[src/rtl/hlbp_pkg.sv]
// ----------------------------------------------------------------------------
// hlbp_pkg
// Shared types, constants and helpers of the hidden layer backprop core.
// ----------------------------------------------------------------------------
package hlbp_pkg;

  localparam int NEURONS = 16;
  localparam int LINKS   = 16;
  localparam int ROWS    = NEURONS + 1;
  localparam int DEPTH   = ROWS * LINKS;
  localparam int ADDR_W  = $clog2(DEPTH);
  localparam int ROW_W   = 5;
  localparam int LINK_W  = 4;
  localparam int VAL_W   = 24;
  localparam int OUT_W   = 17;
  localparam int CFG_W   = 16;
  localparam int CIDX_W  = 2;
  localparam int ACC_W   = 2 * VAL_W + $clog2(LINKS) + 1;
  localparam int SAT_W   = 64;

  localparam logic [OUT_W-1:0] ONE_Q16 = OUT_W'(65536);

  // configuration register indexes
  localparam logic [CIDX_W-1:0] CFG_LR   = 2'd0;
  localparam logic [CIDX_W-1:0] CFG_MOM  = 2'd1;
  localparam logic [CIDX_W-1:0] CFG_BIAS = 2'd2;

  // input function codes
  localparam logic [2:0] FUNC_WW  = 3'd0;
  localparam logic [2:0] FUNC_WO  = 3'd1;
  localparam logic [2:0] FUNC_WD  = 3'd2;
  localparam logic [2:0] FUNC_RUN = 3'd3;
  localparam logic [2:0] FUNC_RD  = 3'd4;

  typedef enum logic [2:0] {
    OP_WW, OP_WO, OP_WD, OP_RUN, OP_RD
  } op_t;

  typedef struct packed {
    op_t                     op;
    logic [ROW_W-1:0]        row;
    logic [LINK_W-1:0]       link;
    logic signed [VAL_W-1:0] value;
  } item_t;

  typedef struct packed {
    logic  valid;
    item_t item;
  } head_t;

  typedef struct packed {
    logic pop;
    logic clearing;
  } back_ctl_t;

  typedef enum logic [3:0] {
    S_CLEAR, S_IDLE, S_RD_OUT, S_SUM_RD, S_SUM_MUL, S_SUM_ACC, S_SIG, S_DELTA,
    S_EMIT, S_LRO, S_UPD_RD, S_UPD_MUL, S_UPD_WR
  } state_t;

  // saturate to 24 bits signed
  function automatic logic signed [VAL_W-1:0] sat24(input logic signed [SAT_W-1:0] v);
    logic signed [SAT_W-1:0] hi;
    logic signed [SAT_W-1:0] lo;
    hi = SAT_W'(8388607);
    lo = -SAT_W'(8388608);
    if (v > hi) return VAL_W'(hi);
    if (v < lo) return VAL_W'(lo);
    return VAL_W'(v);
  endfunction

  // flat address of one weight / change entry
  function automatic logic [ADDR_W-1:0] waddr(input logic [ROW_W-1:0] r,
                                              input logic [LINK_W-1:0] l);
    return ADDR_W'(ADDR_W'(r) * ADDR_W'(LINKS) + ADDR_W'(l));
  endfunction

endpackage

[src/rtl/hlbp_front.sv]
// ----------------------------------------------------------------------------
// hlbp_front
// Accepts input items, decodes the function and queues them for the back end.
// ----------------------------------------------------------------------------
module hlbp_front (
  input  logic                             clk,
  input  logic                             rst,
  input  logic                             in_valid,
  output logic                             in_stall,
  input  logic [2:0]                       func,
  input  logic [hlbp_pkg::ROW_W-1:0]       neuron_index,
  input  logic [hlbp_pkg::LINK_W-1:0]      link_index,
  input  logic signed [hlbp_pkg::VAL_W-1:0] value,
  input  hlbp_pkg::back_ctl_t              ctl,
  output hlbp_pkg::head_t                  head
);

  hlbp_pkg::item_t entries [2];
  logic            wr_ptr;
  logic            rd_ptr;
  logic [1:0]      count;
  hlbp_pkg::item_t dec;
  logic            known;
  logic            push;
  logic            pop;

  // decode the function code, unknown codes are dropped
  always_comb begin
    dec.row   = neuron_index;
    dec.link  = link_index;
    dec.value = value;
    dec.op    = hlbp_pkg::OP_WW;
    known     = 1'b1;
    case (func)
      hlbp_pkg::FUNC_WW:  dec.op = hlbp_pkg::OP_WW;
      hlbp_pkg::FUNC_WO:  dec.op = hlbp_pkg::OP_WO;
      hlbp_pkg::FUNC_WD:  dec.op = hlbp_pkg::OP_WD;
      hlbp_pkg::FUNC_RUN: dec.op = hlbp_pkg::OP_RUN;
      hlbp_pkg::FUNC_RD:  dec.op = hlbp_pkg::OP_RD;
      default:            known  = 1'b0;
    endcase
  end

  assign in_stall   = (count == 2'd2) || ctl.clearing;
  assign push       = in_valid && !in_stall && known;
  assign pop        = ctl.pop && (count != 2'd0);
  assign head.valid = (count != 2'd0);
  assign head.item  = entries[rd_ptr];

  // two entry item queue
  always_ff @(posedge clk) begin
    if (rst) begin
      wr_ptr <= 1'b0;
      rd_ptr <= 1'b0;
      count  <= 2'd0;
    end else begin
      if (push) begin
        wr_ptr <= ~wr_ptr;
      end
      if (pop) begin
        rd_ptr <= ~rd_ptr;
      end
      count <= count + 2'(push) - 2'(pop);
    end
  end

  always_ff @(posedge clk) begin
    if (push) begin
      entries[wr_ptr] <= dec;
    end
  end

endmodule

[config.mk]
export PLATFORM = sky130hd
export DESIGN_NAME = hlbp_front
export DESIGN_NICKNAME = d
export VERILOG_FILES = /design/src/rtl/hlbp_pkg.sv /design/src/rtl/hlbp_front.sv
export SDC_FILE = /design/constraint.sdc
export NUM_CORES = 1
export LEC_CHECK = 0
export BUFFER_PORTS_ARGS = -buffer_cell sky130_fd_sc_hd__buf_2
export CAP_MARGIN = 5
export CORE_MARGIN = 4
export CORE_UTILIZATION = 40
export CTS_CLUSTER_DIAMETER = 80
export CTS_CLUSTER_SIZE = 30
export DETAILED_ROUTE_END_ITERATION = 16
export GPL_ROUTABILITY_DRIVEN = 0
export PLACE_DENSITY = 0.6
export SLEW_MARGIN = 20
export SYNTH_ARGS = -nofsm -noshare
export SYNTH_HDL_FRONTEND = slang
export SYNTH_SLANG_ARGS = --single-unit
[constraint.sdc]
create_clock -name clk -period 2.98 [get_ports clk]
set_clock_uncertainty 0.15 [all_clocks]
set_input_delay 0.149 -clock clk [delete_from_list [all_inputs] [get_ports clk]]
set_output_delay 0.149 -clock clk [all_outputs]
set_load 0.02 [all_outputs]
# Word-level counts from Yosys, hierarchy flattened
# Memory sizes are Yosys's and may differ from the RTL's. A register that Yosys moved wholly into a read port is not among the register bits.
# Index checks and enable logic that the tools add are counted.
[totals]
reg_bits = 4
ram_bits = 72
out_inout_bits = 38
mem_count = 1
[memory_table]
columns = ["memory", "depth", "word_bits", "rd", "rd_ports_with_merged_regs", "wr", "line_no", "source"]
rows = [
  ["entries", 2, 36, 1, 1, 1, "hlbp_front.sv:18", "hlbp_pkg::item_t entries [2];"],
]
[op_classes]
add_sub_neg = 2
n_eq_ne = 5
n_mux = 6
bitwise_logic = 2
reduce_logical = 8
[ops]
columns = ["op", "count"]
rows = [
  ["case mux 3 bit (4 select lines)", 1],
  ["== test 3 x 2 -> 1 bit, second input constant", 2],
  ["2-to-1 mux 1 bit", 5],
  ["OR reduction 5 bit", 1],
  ["== test 3 x 1 -> 1 bit, second input constant", 1],
  ["== test 3 bit, second input constant", 1],
  ["logical AND 1 bit", 3],
  ["logical NOT 3 bit", 1],
  ["adder 2 x 1 -> 2 bit", 1],
  ["== test 2 bit, second input constant", 1],
  ["inverter 1 bit", 2],
  ["nonzero test 2 bit", 1],
  ["subtractor 2 x 1 -> 2 bit", 1],
  ["logical NOT 1 bit", 1],
  ["logical OR 1 bit", 1],
]

# Logic depth before layout (Yosys ltp)
# Gate-level depths: netlist (run 1).
[logic_depth]
ltp_word = 7
ltp_mapped = 8

# Worst setup path after synthesis (run 1)
# OpenSTA, ideal clock, no wires.
[synth_timing]
path_type = "flip-flop to flip-flop"
start = "register count[0]"
end = "memory entries[0][0] (netlist name) (enable)"
setup_ns = 0.429
arrival_time_ns = 2.171
required_time_ns = 2.401
path_slack_ns = 0.230
stages_incl_launch_ff = 4
period_less_slack_ns = 2.750
path_cell_list = "dfxtp_1 -> nand2b_1 -> nand4b_4 -> nor2_1"
[synth_between]
elab_chain_len = 7
[synth_lines]
columns = ["element", "line_no", "source"]
rows = [
  ["from (decl)", "hlbp_front.sv:21", "logic [1:0] count;"],
  ["from (signal assigned)", "hlbp_front.sv:63", "count <= count + 2'(push) - 2'(pop);"],
  ["== test 2 bit", "hlbp_front.sv:44", "assign in_stall = (count == 2'd2) || ctl.clearing;"],
  ["logical OR 1 bit", "hlbp_front.sv:44", ""],
  ["logical NOT 1 bit", "hlbp_front.sv:45", "assign push = in_valid && !in_stall && known;"],
  ["logical AND 1 bit (2 in series)", "hlbp_front.sv:45", ""],
  ["2-to-1 mux 1 bit", "hlbp_front.sv:68", "if (push) begin"],
  ["2-to-1 mux 1 bit (not written as such)", "hlbp_front.sv:69", "entries[wr_ptr] <= dec;"],
  ["to (decl)", "hlbp_front.sv:18", ""],
]
# No other way between the ends.

==> flow_summary_export.csv, run 1 <==
group,metric,value,unit
worst_hold_path,hold_start,"func[1]",
placed_design,dp_hpwl,3410,um
power,ir_drop,0.000368,V
sta,finalCritPeriodShare,0.678,
logic_synthesis,syn_nets,185,
clock_network,clk_path_buf_depth,2,
logic_synthesis,synth_top_cells_by_count,"edfxtp_1, mux2_2, nor2_1, dfxtp_1",
power,fin_total_pwr,2.86,mW
routing,ant_nets,0,
logic_synthesis,synth.mux.area_fraction,0.145,
sta,fmax,495,MHz
logic_synthesis,ys_seq_area_frac,0.782,
sta,layout_setup_ws,960,ps
logic_synthesis,synth_cells,142,
logic_synthesis,yosys.area.top_type_share,0.747,
clock_network,cts_setup_buffers,0,
power,p_leak,1.52,nW
sta,maxSlewHeadroom,0.605,
logic_synthesis,ys_async_sr_fraction,0,
global_routing,grt_pass1_wl,8600,um
global_routing,first_global_vias,1757,
cells_and_area,multi_input_area,598,um2
logic_synthesis,ys_top_cells_by_area,"edfxtp_1, mux2_2, dfxtp_1",
clock_network,cts_tree,"built",
sta,worstMarginPinSlew,591,ps
sta,rsz0062_at_grt,"no",
routing,drc,0,
worst_hold_path,min_path_type,"in -> reg",
sta,fin_crit,2020,ps
cells_and_area,regArea,0.00226,mm2
critical_path,cp.required,2680,ps
critical_path,worstReg2RegStart,"count[0]",
sta,setup_tns,0,ps
status,status,"complete, no violations",
logic_synthesis,synthXorXnorAreaFrac,0.00908,
critical_path,cp-end-kind,"output port",
logic_synthesis,avgSynthCellArea,20.4,um2
floorplanning,core_area,0.00691,mm2
floorplanning,initial_core_util,0.419,
cells_and_area,final_area,0.00401,mm2
critical_path,cp.arrival,1720,ps
placed_design,portBuffers,78,
clock_network,clock_latency,330,ps
floorplanning,die-area,0.00866,mm2
sta,setup_viol,0,
logic_synthesis,synth_edf_count,72,
sta,drv_slew,0,
clock_network,cts-root-buf,"clkbuf_8",
logic_synthesis,synth_compound_area_frac,0.00562,
routing,via_count,1636,
logic_synthesis,synth_fa_ha_area_frac,0.00865,
power,powerDensity,712,mW/mm2
routing,routed_wl,5410,um
cells_and_area,antennaDiodeCount,0,
floorplanning,die_h,93.1,um
global_routing,antenna_found_initial,0,
sta,timing.hold.ws,84.5,ps
logic_synthesis,ys.flop_type,"edfxtp_1",
floorplanning,num_io_pins,79,
cells_and_area,nets,311,
global_routing,grt_max_degree,20,
placed_design,placed_cell_area,0.00343,mm2
critical_path,crit_fanout,14,
job,max-cap-violations,0,
cells_and_area,fill_cells,576,
cells_and_area,fin_cells,369,
logic_synthesis,synthSimpleGateAreaFrac,0.0329,
placed_design,place_ws,1040,ps
cells_and_area,synthToLayoutAreaGrowth,38.7,%
sta,finalHoldViolCount,0,
clock_network,cts_resized,0,
critical_path,critPathKind,"reg -> out",
global_routing,grt_use_total,0.134,
logic_synthesis,synthDistinctLibCells,19,
clock_network,clk_pin_slew,70,ps
placed_design,placed_cells,316,
clock_network,htree_levels,3,
routing,dr.pass1.iters,4,
logic_synthesis,yosysTopAreaCell,"edfxtp_1",
floorplanning,die-width,93.1,um
floorplanning,num_rows,30,
critical_path,worstSetupStartpointType,"flip-flop",
logic_synthesis,synth_top_family_by_area,"multiplexers",
critical_path,rrSetupSlack,1080,ps
routing,wl_per_cell,14.7,um
clock_network,numCtsBuffers,9,
cells_and_area,layout-drive-gt1-share,0.498,
global_routing,overflow,0,
clock_network,clkSinkCount,77,
logic_synthesis,ys_ff_latch,77,
logic_synthesis,netlist_area,0.00289,mm2
logic_synthesis,ys.warnings.count,0,
logic_synthesis,synth.most_common_cell,"edfxtp_1",
cells_and_area,fin_util,0.581,
routing,vias_per_cell,4.43,
routing,drt_iter0_drc,40,
-- where the power goes --
| part | leakage (nW) | switching [mW] | internal (mW) |
|---|---|---|---|
| logic | 0.721 | 0.390 | 0.345 |
| registers | 0.698 | 0.0508 | 1.25 |
| clock network | 0.101 | 0.345 | 0.471 |
-- registers in the layout (all words and copies together) (netlist names), named ones only --
register / flops
count: 2
rd_ptr: 1
wr_ptr: 1
entries: 72
-- kinds of logic after synthesis --
group,after synthesis
AO/OA/AOI/OAI,2
flip-flops,77
multiplexers,37
AND/OR/NAND/NOR,15
adder cells (fa/ha/maj),2
XOR/XNOR,3
buffers and inverters,6
-- path summary, 6_finish.rpt --
check                   endpoint  cells past startpoint
setup / recovery        head[14]                      3
hold / removal    entries[0][34]                      2
setup reg to reg  entries[1][27]                      4
hold reg to reg        flip-flop                      2
-- metal layers --
layer	GRT usage	routed length [um]	vias up
met4	0.0623	68	0
li1	-	-	799
met1	0.159	2260	790
met2	0.226	2850	41
met5	0	0	-
met3	0.0386	239	6
-- layout by cell type, fill, tap and decap left out, types with 2 or more instances in the layout --
master         Yosys  layout
buf_4              1       2
nand2b_1           2       2
inv_1              2       2
xnor2_1            2       2
buf_2              0      78
dfxtp_1            5       4
dlygate4sd3_1      0      37
edfxtp_1          72      72
nor2_4             0       2
buf_12             0       2
nor2b_1            3       3
ha_1               2       2
clkbuf_8           0       9
mux2_1             2       2
nor2_1             7       5
clkbuf_1           0       3
mux2_2            34      34
bufinv_16          0       2
-- what timing repair did --
item                                   4_1_cts  5_1_grt
setup endpoints to repair                    0        0
endpoints found under the hold margin       76        0
hold buffers                                37        0
-- final cells by class --
type                    instances  share of cell area
clock buffers                  12              0.0337
clock inverters                 4              0.0181
inverters                       2             0.00187
multi-input cells              59               0.149
flip-flops and latches         77               0.564
well taps                      96              0.0299
repair buffers                119               0.203
-- worst max-delay path: stages, from the launching register on --
cell and delay (ps):
dfxtp_2 560, buf_4 300, mux2_2 360, buf_2 160
Power figures use the tool's default switching activity.
==> run 2, diff against run 1 <==
--- a/config.mk
+++ b/config.mk
@@ -5,6 +5,7 @@
 export SDC_FILE = /design/constraint.sdc
 export NUM_CORES = 1
 export LEC_CHECK = 0
+export ABC_AREA = 1
 export BUFFER_PORTS_ARGS = -buffer_cell sky130_fd_sc_hd__buf_2
 export CAP_MARGIN = 5
 export CORE_MARGIN = 4
@@ -13,7 +14,7 @@
 export CTS_CLUSTER_SIZE = 30
 export DETAILED_ROUTE_END_ITERATION = 16
 export GPL_ROUTABILITY_DRIVEN = 0
-export PLACE_DENSITY = 0.6
+export PLACE_DENSITY = 0.59
 export SLEW_MARGIN = 20
 export SYNTH_ARGS = -nofsm -noshare
 export SYNTH_HDL_FRONTEND = slang
==> constraint.sdc (replaced) <==
create_clock -name clk -period 2 [get_ports clk]
set_clock_uncertainty 0.15 [all_clocks]
set_input_delay 0.1 -clock clk [delete_from_list [all_inputs] [get_ports clk]]
set_output_delay 0.1 -clock clk [all_outputs]
set_load 0.02 [all_outputs]
==> run 2 against run 1 <==
Effect of this change:
- critical path depth increased by 9
- flip-flop and latch count unchanged
- sequential share of layout area decreased by 2.4 points
==> flow_summary_export.csv, run 2 <==
group,metric,value,unit
status,status,"complete, no violations",
clock_network,cts-root-buf,"clkbuf_8",
cells_and_area,fill_cells,603,
logic_synthesis,ys_ff_latch,77,
worst_hold_path,min_path_type,"in -> reg",
power,ir_drop,0.000701,V
logic_synthesis,synthXorXnorAreaFrac,0.00290,
global_routing,grt_use_total,0.124,
power,p_switching,1.19,mW
sta,drv_slew,0,
power,p_leak,1.68,nW
power,p_comb_frac,0.269,
floorplanning,initial_core_util,0.415,
logic_synthesis,ys.warnings.count,0,
critical_path,cp_top_family,"buffers and inverters",
logic_synthesis,synth.mux.area_fraction,0.171,
cells_and_area,final_area,0.00420,mm2
cells_and_area,antennaDiodeCount,0,
power,fin_total_pwr,4.34,mW
logic_synthesis,ys_seq_area_frac,0.748,
logic_synthesis,syn_nets,196,
cells_and_area,final_common_cell,"buf_2",
logic_synthesis,ys.flop_type,"edfxtp_1",
critical_path,slowest_delay,540,ps
critical_path,cp_num_buf_inv,4,
clock_network,clk_pin_slew,70,ps
clock_network,clk_path_buf_depth,2,
cells_and_area,final_cell_mix,"buf_2, edfxtp_1, dlygate4sd3_1",
routing,wl_per_cell,13.8,um
sta,maxSlewHeadroom,0.776,
sta,finalHoldViolCount,0,
logic_synthesis,ys_top_cells_by_area,"edfxtp_1, mux2_4, dfxtp_1",
sta,worstMarginPinSlew,333,ps
sta,rsz0062_at_grt,"no",
power,powerDensity,1030,mW/mm2
clock_network,numCtsBuffers,9,
cells_and_area,regMostFlops,"entries",
critical_path,cpMostUsedCell,"nor2_1",
logic_synthesis,synth.most_common_cell,"edfxtp_1",
power,p_int,3.15,mW
logic_synthesis,avgSynthCellArea,19.8,um2
routing,drt_iter0_drc,70,
sta,setup_viol,0,
global_routing,grt_max_degree,34,
placed_design,portBuffers,78,
floorplanning,die-area,0.00902,mm2
cells_and_area,synthToLayoutAreaGrowth,38.7,%
clock_network,clock_latency,340,ps
power,p_seq_frac,0.444,
clock_network,htree_levels,3,
routing,dr.pass1.iters,4,
routing,via_count,1720,
sta,fin_crit,1850,ps
critical_path,worstSetupStartpointType,"primary input",
sta,setup_tns,0,ps
placed_design,placed_cell_area,0.00355,mm2
global_routing,overflow,0,
global_routing,antenna_found_initial,0,
routing,drc,0,
power,switching_share,0.273,
critical_path,cp.required,2120,ps
logic_synthesis,synth_compound_area_frac,0.0108,
clock_network,clkSinkCount,77,
logic_synthesis,synth_edf_count,72,
cells_and_area,layout-drive-gt1-share,0.500,
logic_synthesis,yosys.area.top_type_share,0.715,
power,pwr-share-clk,0.287,
logic_synthesis,synthSimpleGateAreaFrac,0.0215,
global_routing,first_global_vias,1725,
cells_and_area,nets,328,
critical_path,cp.arrival,1970,ps
global_routing,grt_pass1_wl,8160,um
critical_path,path_cells,"dlygate4sd3_1 -> buf_2 -> nor2_1 -> nor2_1 -> nor2_2 -> inv_2 -> ha_1 -> inv_1 -> ha_2 -> xnor2_2 -> o21ai_1 -> a21oi_1",
sta,finalCritPeriodShare,0.927,
logic_synthesis,synth_fa_ha_area_frac,0.00827,
routing,ant_nets,0,
critical_path,crit_fanout,3,
floorplanning,die_h,95.0,um
cells_and_area,fin_util,0.575,
logic_synthesis,yosysTopAreaCell,"edfxtp_1",
logic_synthesis,synth_top_family_by_area,"multiplexers",
placed_design,dp_hpwl,3350,um
floorplanning,num_io_pins,79,
floorplanning,die-width,95.0,um
clock_network,cts_tree,"built",
critical_path,crit_slowest_cell,"dlygate4sd3_1",
job,max-cap-violations,0,
floorplanning,num_rows,31,
logic_synthesis,synthDistinctLibCells,17,
critical_path,cp-end-kind,"flip-flop",
routing,routed_wl,5390,um
sta,fmax,540,MHz
logic_synthesis,synth_top_cells_by_count,"edfxtp_1, mux2_4, inv_1, nor2_1, mux2_2",
cells_and_area,top_regs,"entries x72, count x2",
routing,vias_per_cell,4.42,
floorplanning,core_area,0.00729,mm2
logic_synthesis,ys_async_sr_fraction,0,
logic_synthesis,synth_cells,153,
cells_and_area,largest_reg_flops,72,
critical_path,critPathKind,"in -> reg",
logic_synthesis,netlist_area,0.00302,mm2
run 2: cell count changes after synthesis, moves of 3 or more:
cell and delta:
buf_12 +3, inv_1 +9, mux2_2 -28, nand2_1 +4, a21oi_1 +3, nor2b_1 -3, mux2_4 +29
run 2: path summary, 6_finish.rpt:
| check | startpoint | endpoint | slack [ps] | depth (start not counted) |
|---|---|---|---|---|
| worst min register to register | rd_ptr | flip-flop | 300 | 1 |
| worst max-delay path | func[1] | count[1] | 150 | 12 |
| worst min-delay path | ctl[0] | wr_ptr | 30 | 6 |
| worst max register to register | count[0] | count[1] | 190 | 11 |
run 2: area by class of cell:
class / count / area, um2 / share of cell area
Timing Repair Buffer: 125 / 881 / 0.210
Inverter: 11 / 41.3 / 0.00984
Clock inverter: 6 / 86.3 / 0.0206
Tap cell: 99 / 124 / 0.0295
Clock buffer: 10 / 128 / 0.0304
Multi-Input combinational cell: 61 / 669 / 0.160
Sequential cell: 77 / 2270 / 0.540
run 2: cell families after synthesis:
family | count (synthesis)
adder cells (fa/ha/maj) | 2
buffers and inverters | 15
multiplexers | 36
AO/OA/AOI/OAI | 6
XOR/XNOR | 1
flip-flops | 77
AND/OR/NAND/NOR | 16
run 2: routing by layer:
metal	wire, um	vias up	global-route usage
li1	-	837	-
met1	2240	831	0.147
met2	2750	44	0.204
met3	297	8	0.0438
met4	90	0	0.0553
met5	0	-	0
run 2: repair_timing:
| action | CTS | global route |
|---|---|---|
| setup endpoints to repair | 0 | 1 |
| hold buffers | 40 | 0 |
| buffers inserted | 0 | 2 |
| hold endpoints to repair | 77 | 0 |
| gates resized for setup | 0 | 7 |
run 2: worst register-to-register path, delay by kind of cell, from the launching register on:
kind | cells | cell delay [ps]
adders and majority gates | 2 | 450
and+or+nand+nor | 3 | 320
buffers and inverters | 3 | 140
DFF | 1 | 340
AOI/OAI and AO/OA | 2 | 190
xor gates and xnor gates | 1 | 170
run 2: through the flow:
| stage | hold WS, ps | worst slack, ps | cells |
|---|---|---|---|
| 5_1_grt | 64.7 | 15.6 | 389 |
| 2_1_floorplan | 21.2 | 15.9 | 153 |
| 3_3_place_gp | 119 | 142 | 331 |
| 3_5_place_dp | 131 | 62.8 | 331 |
| 6_report | 27.5 | 147 | 389 |
| 4_1_cts | 8.10 | 14.1 | 387 |
run 2: power groups by stage:
stage	Combinational [mW]	Clock [mW]	Sequential (mW)
after floorplan	0.854	0	1.94
after global placement	1.08	0	1.95
after detailed placement	1.09	0	1.96
after CTS	1.15	1.28	1.92
after global routing	1.25	1.35	1.93
final	1.17	1.24	1.93
==> run 3, diff against run 2 <==
--- a/config.mk
+++ b/config.mk
@@ -8,13 +8,15 @@
 export ABC_AREA = 1
 export BUFFER_PORTS_ARGS = -buffer_cell sky130_fd_sc_hd__buf_2
 export CAP_MARGIN = 5
+export CELL_PAD_IN_SITES_DETAIL_PLACEMENT = 1
+export CELL_PAD_IN_SITES_GLOBAL_PLACEMENT = 2
 export CORE_MARGIN = 4
-export CORE_UTILIZATION = 40
+export CORE_UTILIZATION = 37
 export CTS_CLUSTER_DIAMETER = 80
 export CTS_CLUSTER_SIZE = 30
 export DETAILED_ROUTE_END_ITERATION = 16
 export GPL_ROUTABILITY_DRIVEN = 0
-export PLACE_DENSITY = 0.59
+export PLACE_DENSITY = 0.74
 export SLEW_MARGIN = 20
 export SYNTH_ARGS = -nofsm -noshare
 export SYNTH_HDL_FRONTEND = slang
==> run 3 against run 2 <==
Effect of this change:
- clock-buffer cell count decreased by 1
- fmax fell by 0.77%
- worst setup slack got worse by 14 ps
- utilization shrank 4.5 points
- via count stayed put
- wire length up 6.9%
- final cell count rose by 0.77%
- power down 3.5%
- die area increased by 7.4%
- register-to-register slack got worse by 20 ps
- sequential share of layout area up 0.45 points
- clock power fell by 12%
- largest cell class unchanged
- largest power group unchanged
- highest routed layer unchanged
==> flow_summary_export.csv, run 3 (same netlist as run 2, synthesis figures left out) <==
group,metric,value,unit
placed_design,place_ws,-82.0,ps
placed_design,portBuffers,78,
power,p_leak,1.67,nW
critical_path,path_cells,"dlygate4sd3_1 -> buf_2 -> nor2_1 -> nor2_1 -> nor2_4 -> inv_2 -> ha_1 -> inv_1 -> ha_2 -> xnor2_2 -> o21ai_1 -> a21oi_1",
sta,fin_crit,1870,ps
global_routing,grt_max_degree,21,
global_routing,grt_use_total,0.125,
sta,layout_setup_ws,132,ps
sta,rsz0062_at_grt,"no",
routing,drt_iter0_drc,41,
floorplanning,die-area,0.00968,mm2
routing,wl_per_cell,14.7,um
worst_hold_path,hold_depth,5,
floorplanning,die_h,98.4,um
global_routing,first_global_vias,1912,
critical_path,cp.required,2060,ps
routing,dr.pass1.iters,4,
clock_network,clk_path_buf_depth,2,
cells_and_area,fin_util,0.530,
worst_hold_path,hold_end,"wr_ptr",
sta,drv_slew,0,
power,ir_drop,0.000481,V
critical_path,rrSetupSlack,170,ps
critical_path,worstSetupStartpointType,"primary input",
placed_design,dp_hpwl,3890,um
sta,fmax,535,MHz
critical_path,cp.arrival,1930,ps
clock_network,htree_levels,3,
routing,vias_per_cell,4.39,
sta,finalHoldViolCount,0,
routing,drc,0,
global_routing,antenna_found_initial,0,
critical_path,crit_slowest_cell,"dlygate4sd3_1",
floorplanning,core_area,0.00785,mm2
sta,maxSlewHeadroom,0.760,
power,powerDensity,1010,mW/mm2
routing,ant_nets,0,
critical_path,slowest_delay,520,ps
critical_path,worstReg2RegStart,"count[0]",
cells_and_area,layout-drive-gt1-share,0.510,
critical_path,cp_num_buf_inv,4,
cells_and_area,final_common_cell,"buf_2",
cells_and_area,synthToLayoutAreaGrowth,37.6,%
critical_path,cp-end-kind,"flip-flop",
sta,setup_tns,0,ps
clock_network,cts-root-buf,"clkbuf_8",
critical_path,cpMostUsedCell,"nor2_1",
floorplanning,die-width,98.4,um
clock_network,clkSinkCount,77,
cells_and_area,regMostFlops,"entries",
sta,finalCritPeriodShare,0.934,
critical_path,crit_fanout,3,
critical_path,critPathKind,"in -> reg",
critical_path,reg2reg_depth,11,
sta,worstMarginPinSlew,360,ps
floorplanning,num_rows,32,
cells_and_area,top_regs,"entries x72, count x2",
worst_hold_path,hold_start,"in_valid",
sta,setup_viol,0,
floorplanning,initial_core_util,0.385,
job,max-cap-violations,0,
clock_network,cts_tree,"built",
clock_network,clk_pin_slew,70,ps
critical_path,cp_top_family,"buffers and inverters",
routing,via_count,1720,
floorplanning,num_io_pins,79,
cells_and_area,antennaDiodeCount,0,
global_routing,overflow,0,
global_routing,grt_pass1_wl,9290,um
worst_hold_path,min_path_type,"in -> reg",
cells_and_area,nets,328,
cells_and_area,final_cell_mix,"buf_2, edfxtp_1, dlygate4sd3_1",
routing,routed_wl,5760,um
clock_network,clock_latency,320,ps
cells_and_area,largest_reg_flops,72,
clock_network,numCtsBuffers,9,
status,status,"complete, no violations",
critical_path,rr_endpoint,"count[1]",
-- run 3: report_power, final --
part | internal (mW) | switching (mW) | total, mW
logic | 0.561 | 0.610 | 1.17
clock network | 0.570 | 0.520 | 1.09
registers | 1.88 | 0.0469 | 1.92
-- run 3: final cells by class --
class,instances,area (um2)
flip-flops and latches,77,2270
multi-input cells,61,682
well taps,102,128
clock buffers,9,124
clock inverters,7,66.3
inverters,11,41.3
fillers,796,3690
repair buffers,125,853
-- run 3: worst max-delay path by stage --
stage	slack, ps	cells past startpoint	to	from
6_report	130	12	count[1]	func[1]
5_1_grt	30	12	count[1]	func[1]
4_1_cts	5	11	count[1]	count[0]
3_5_place_dp	-80	11	count[1]	count[0]
3_3_place_gp	110	11	count[1]	count[0]
2_1_floorplan	20	6	entries[1][0]	count[0]
-- run 3: routing by layer --
metal,up-vias,GRT usage,routed length [um]
li1,832,-,-
met1,830,0.145,2300
met2,51,0.221,3110
met3,7,0.0436,277
met4,0,0.0294,74
met5,-,0,0
-- run 3: worst reg2reg max path, delay by kind of cell (launching register included) --
kind / cells / cell delay [ps]
and+or+nand+nor: 3 / 290
AOI/OAI and AO/OA: 2 / 200
buffers and inverters: 3 / 160
adders and majority gates: 2 / 440
DFF: 1 / 350
xor gates and xnor gates: 1 / 130
-- run 3: timing repair --
| item | CTS | global route |
|---|---|---|
| setup buffers | 0 | 1 |
| hold endpoints to repair | 77 | 0 |
| setup endpoints to repair | 1 | 1 |
| pin swaps | 0 | 2 |
| hold buffers | 39 | 0 |
| gates resized for setup | 2 | 8 |
-- run 3: per-stage QoR --
step / hold slack, ps / instances / instance area [um2] / power, mW
floorplan: 21.2 / 153 / 3030 / 2.80
global placement: 119 / 336 / 3540 / 3.03
detailed placement: 133 / 336 / 3540 / 3.05
CTS: 69.6 / 391 / 4130 / 4.21
global route: 45.3 / 392 / 4160 / 4.42
finish: 56.3 / 392 / 4160 / 4.18
